**src/hdl/rvdf_pkg.sv**
```systemverilog
// ----------------------------------------------------------------------------
// rvdf_pkg: shared types and constants of the recent vertex duplicate filter
// Command codes, port widths and the controller/datapath signal groups.
// ----------------------------------------------------------------------------
package rvdf_pkg;

  localparam int CMD_W = 2;
  localparam int ID_W  = 32;

  localparam logic [CMD_W-1:0] CMD_FILTER      = 2'd0;
  localparam logic [CMD_W-1:0] CMD_BEGIN_LEVEL = 2'd1;
  localparam logic [CMD_W-1:0] CMD_BEGIN_FIRST = 2'd2;
  localparam logic [CMD_W-1:0] CMD_END_LEVEL   = 2'd3;

  // Commands from the controller to the datapath.
  typedef struct packed {
    logic capture;       // take the id and read its set
    logic ptr_reset;     // round-robin way pointer back to zero
    logic clear_start;   // restart the clearing pass at set zero
    logic clear_write;   // write one all-ones row of the clearing pass
    logic lookup_write;  // write the missed tag into the victim way
    logic load_id;       // load the passed id into the result register
    logic load_done;     // load the end-of-level marker
  } ctrl_cmd_t;

  // Status from the datapath to the controller.
  typedef struct packed {
    logic hit;
    logic clear_last;
    logic out_free;
  } ctrl_stat_t;

endpackage

```
**src/hdl/rvdf_ctrl.sv**
```systemverilog
// ----------------------------------------------------------------------------
// rvdf_ctrl: controller of the duplicate filter
// Sequences requests, lookups, result loads and the clearing pass.
// ----------------------------------------------------------------------------
module rvdf_ctrl (
  input  logic                     clk,
  input  logic                     rst,
  input  logic                     in_valid,
  input  logic [rvdf_pkg::CMD_W-1:0] command,
  output logic                     in_ready,
  input  rvdf_pkg::ctrl_stat_t     stat,
  output rvdf_pkg::ctrl_cmd_t      cmd
);
  import rvdf_pkg::*;

  localparam logic [1:0] S_CLEAR = 2'd0;
  localparam logic [1:0] S_IDLE  = 2'd1;
  localparam logic [1:0] S_LOOK  = 2'd2;
  localparam logic [1:0] S_DONE  = 2'd3;

  logic [1:0] state;
  logic [1:0] state_next;
  logic       fire;

  assign in_ready = (state == S_IDLE);
  assign fire     = in_valid && in_ready;

  always_comb begin
    state_next = state;
    cmd        = '0;
    case (state)
      S_CLEAR: begin
        cmd.clear_write = 1'b1;
        if (stat.clear_last) begin
          state_next = S_IDLE;
        end
      end
      S_IDLE: begin
        if (fire) begin
          case (command)
            CMD_FILTER: begin
              cmd.capture = 1'b1;
              state_next  = S_LOOK;
            end
            CMD_BEGIN_LEVEL: begin
              cmd.ptr_reset = 1'b1;
            end
            CMD_BEGIN_FIRST: begin
              cmd.ptr_reset   = 1'b1;
              cmd.clear_start = 1'b1;
              state_next      = S_CLEAR;
            end
            CMD_END_LEVEL: begin
              state_next = S_DONE;
            end
            default: begin
              state_next = S_IDLE;
            end
          endcase
        end
      end
      S_LOOK: begin
        // A hit drops the id; a miss waits for a free result register.
        if (stat.hit) begin
          state_next = S_IDLE;
        end else if (stat.out_free) begin
          cmd.lookup_write = 1'b1;
          cmd.load_id      = 1'b1;
          state_next       = S_IDLE;
        end
      end
      S_DONE: begin
        if (stat.out_free) begin
          cmd.load_done = 1'b1;
          state_next    = S_IDLE;
        end
      end
      default: begin
        state_next = S_IDLE;
      end
    endcase
  end

  always_ff @(posedge clk) begin
    if (rst) begin
      state <= S_CLEAR;
    end else begin
      state <= state_next;
    end
  end

endmodule

```
**config.mk**
```make
export PLATFORM = sky130hd
export DESIGN_NAME = rvdf_ctrl
export DESIGN_NICKNAME = d
export VERILOG_FILES = /design/src/hdl/rvdf_pkg.sv /design/src/hdl/rvdf_ctrl.sv
export SDC_FILE = /design/constraint.sdc
export NUM_CORES = 1
export LEC_CHECK = 0
export ABC_AREA = 1
export BUFFER_PORTS_ARGS = -buffer_cell sky130_fd_sc_hd__buf_2
export CAP_MARGIN = 20
export CELL_PAD_IN_SITES_DETAIL_PLACEMENT = 0
export CELL_PAD_IN_SITES_GLOBAL_PLACEMENT = 2
export CORE_UTILIZATION = 17
export CTS_CLUSTER_SIZE = 16
export DETAILED_ROUTE_END_ITERATION = 12
export GPL_TIMING_DRIVEN = 0
export MAX_ROUTING_LAYER = met4
export PLACE_DENSITY = 0.83
export SETUP_SLACK_MARGIN = 0.1
export SLEW_MARGIN = 20
export SYNTH_ARGS = -nofsm -noshare
export SYNTH_HDL_FRONTEND = slang
export SYNTH_SLANG_ARGS = --single-unit
```
**constraint.sdc**
```tcl
create_clock -name clk -period 1.4 [get_ports clk]
set_clock_uncertainty 0.2 [all_clocks]
set_input_delay 0.07 -clock clk [delete_from_list [all_inputs] [get_ports clk]]
set_output_delay 0.07 -clock clk [all_outputs]
set_load 0.005 [all_outputs]
```
==> results by group <==
Status
  • Status: finished, final reports clean

Synthesis
  • Yosys top cell area share: 16.00%
  • Synth Area in Compound Gates: 0%
  • Cell taking the most area after synthesis: dfxtp_1
  • Syn avg cell area: 5.820 um2
  • Post-Syn Nets: 54
  • Adder-cell share of the synthesized area: 15.00%
  • Largest cells by area after synthesis: dfxtp_1 16%, ha_1 15%, inv_1 15%
  • Mux cell area share after synthesis: 0%
  • Post-synthesis simple-gate area fraction: 48.00%
  • Netlist Area Pre-Place: 250.2 um2
  • Post-synthesis cell type count: 13
  • Post-Syn Instances: 43
  • Area share of xor/xnor cells in the synthesized design: 0%
  • Largest family of logic cells by synthesized area: simple AND/OR/NAND/NOR gates
  • YS warnings: 0
  • Sequential element share of the synthesized area: 16.00%
  • Synth Register Bits: 2

Floorplan
  • I/O pin count: 16
  • Vert. Die Dim: just over 40 um
  • Initial core utilization: 18.76%
  • Die extent in x: 40.37 um
  • Die Footprint: roughly 1600 um2
  • Cell Rows: 13
  • Core area: approximately 1300 um2

Finish
  • Largest registers: state: 2 flops
  • Layout cell share with drive strength beyond 1: 57.35%
  • Most frequent cells in the layout: 14 x buf_2, 10 x inv_1, 7 x nand2_1
  • N_diodes: 0
  • Commonest non-fill, non-tap cell in the layout: buf_2
  • Post-layout net count: 81
  • Finished Layout Cells: 83
  • Largest Register: state
  • Layout overhead on the synthesized area: 96.00%
  • Max FFs per register: 2

Job
  • Max_cap viols: 0

Placement
  • GPL Wtd Cong: 0.7000
  • Pre-CTS setup slack: 80.77 ps
  • Port Buffers: 15
  • Placed cells: 73

Setup path
  • Worst Path Required: 1130 ps
  • RR Startpoint: state[1]
  • R2R Path End: state[0]
  • Type of the worst setup path: flop to output pin
  • CP Capture Type: output pin
  • Critical Path AT: 1080 ps
  • CP Max Fanout: 5
  • R2R setup slack: 190 ps
  • Worst Setup SP: state[0]
  • Crit start category: flop
  • R2R depth: 8

Drt
  • Post-detailed-routing wire length: 625 um
  • Detail Route Antenna Nets: 0
  • Pre-antenna DRT Iters: 2
  • Wirelength per Cell: 7.530 um
  • Vias per cell: about 4.1
  • # DRC: 0
  • 1st-iter DRT viols: 3
  • Via count: 341

Timing
  • Fin. max-slew vios: 0
  • Final setup margin: 46.58 ps
  • Final min period: 1353 ps
  • Worst slew margin: 85.85%
  • # setup viols final: 0
  • Worst-margin pin slew: 210.7 ps
  • Final Cycle Share: between 90% and 100%
  • Fmax achieved: 738.9 MHz
  • RSZ-0062 raised after global routing: true
  • Hold Fails Final Rpt: 0

Global route
  • GRT Util Overall: 10.22%
  • Gr ovfl total: 0
  • Largest net degree at the start of global routing: 7
  • Antenna violations before repair: 0
  • Global-route wire length before repair: around 1.0 mm
  • Number of global-route vias before repair: 284

CTS
  • H-tree levels: 1
  • # clock sinks: 2
  • Root buffer selected by CTS: clkbuf_4
  • CTS tree: yes
  • Worst-Skew Late Latency: about 220 ps
  • Deepest clock path buffer count: 2
  • Clock Pin Slew Worst Setup and Hold Paths: about 30 ps
  • TritonCTS buffer count: 3

Pwr
  • Design Power: 323.0 uW
  • Power Dens Cells: 658.6 nW/um2
  • Leak: about 0.00028 uW
  • Max VDD drop: 0.2167 mV

Worst hold path
  • Hold Path Sink: state[1]
  • Hold Path Stages: 6
  • HP Start: stat[0]
  • Hold Path Class: input port to flop
[final cells by class]
| type | count | area, um2 |
|---|---|---|
| Multi-Input combinational cell | 28 | 207.7 |
| Fill cell | 157 | 843.3 |
| Timing Repair Buffer | 22 | 138.9 |
| Sequential cell | 2 | 47.55 |
| Tap cell | 15 | 18.77 |
| Inverter | 12 | 47.55 |
| Clock buffer | 3 | 22.52 |
| Buffer | 1 | 7.507 |
[layer usage]
layer	up-vias	share of wire, %	global-route usage, %
met5	-	0	-
met4	0	3.0	10.00
met2	12	50	13.89
li1	176	-	-
met1	151	42	11.33
met3	2	5.4	3.333
[critical path, cell delays in order, from the launching register on]
cell and delay, ps:
dfxtp_4 350, nor4_4 280, buf_4 150, buf_6 80
[per-stage QoR]
stage / setup TNS, ps / hold WS [ps] / util [%] / area, um2
final: 0 / 112.2 / 36.77 / 490.5
after global routing: -17.06 / 140.4 / 36.77 / 490.5
after CTS: 0 / 110.0 / 33.02 / 440.4
after detailed placement: 0 / 52.54 / 25.80 / 344.1
after global placement: 0 / 48.86 / 25.80 / 344.1
after floorplan: 0 / -63.13 / - / 250.2
[kinds of logic (layout without fill, tap and decap cells)]
family,after synthesis,count (layout)
and+or+nand+nor,25,25
buffers and inverters,13,38
adders and majority gates,3,3
DFF,2,2
[cells in the mapped netlist, drive strengths merged]
cell   number
nand2       9
inv        12
nor2        9
nand4       1
dfxtp       2
buf         1
nor4        1
nor3        1
ha          3
nand3       4
[where the power goes]
part | internal, uW | total (uW) | switching [uW]
Combinational | 63.5 | 128 | 64.4
Sequential | 62.3 | 71.2 | 8.93
Clock | 94.3 | 124 | 29.6
[worst max path at each step]
stage | cells past startpoint | endpoint
4_1_cts | 4 | cmd[2]
3_5_place_dp | 4 | cmd[2]
6_report | 3 | cmd[2]
2_1_floorplan | 3 | cmd[2]
5_1_grt | 3 | cmd[2]
3_3_place_gp | 4 | cmd[2]
[repair_timing]
action | CTS | global route
buffers inserted | 2 | 3
pin swaps | 2 | 7
endpoints found under the hold margin | 2 | 0
gates resized for setup | 10 | 5
endpoints found under the setup margin | 6 | 7
hold buffers | 2 | 0
Power figures use the tool's default switching activity.
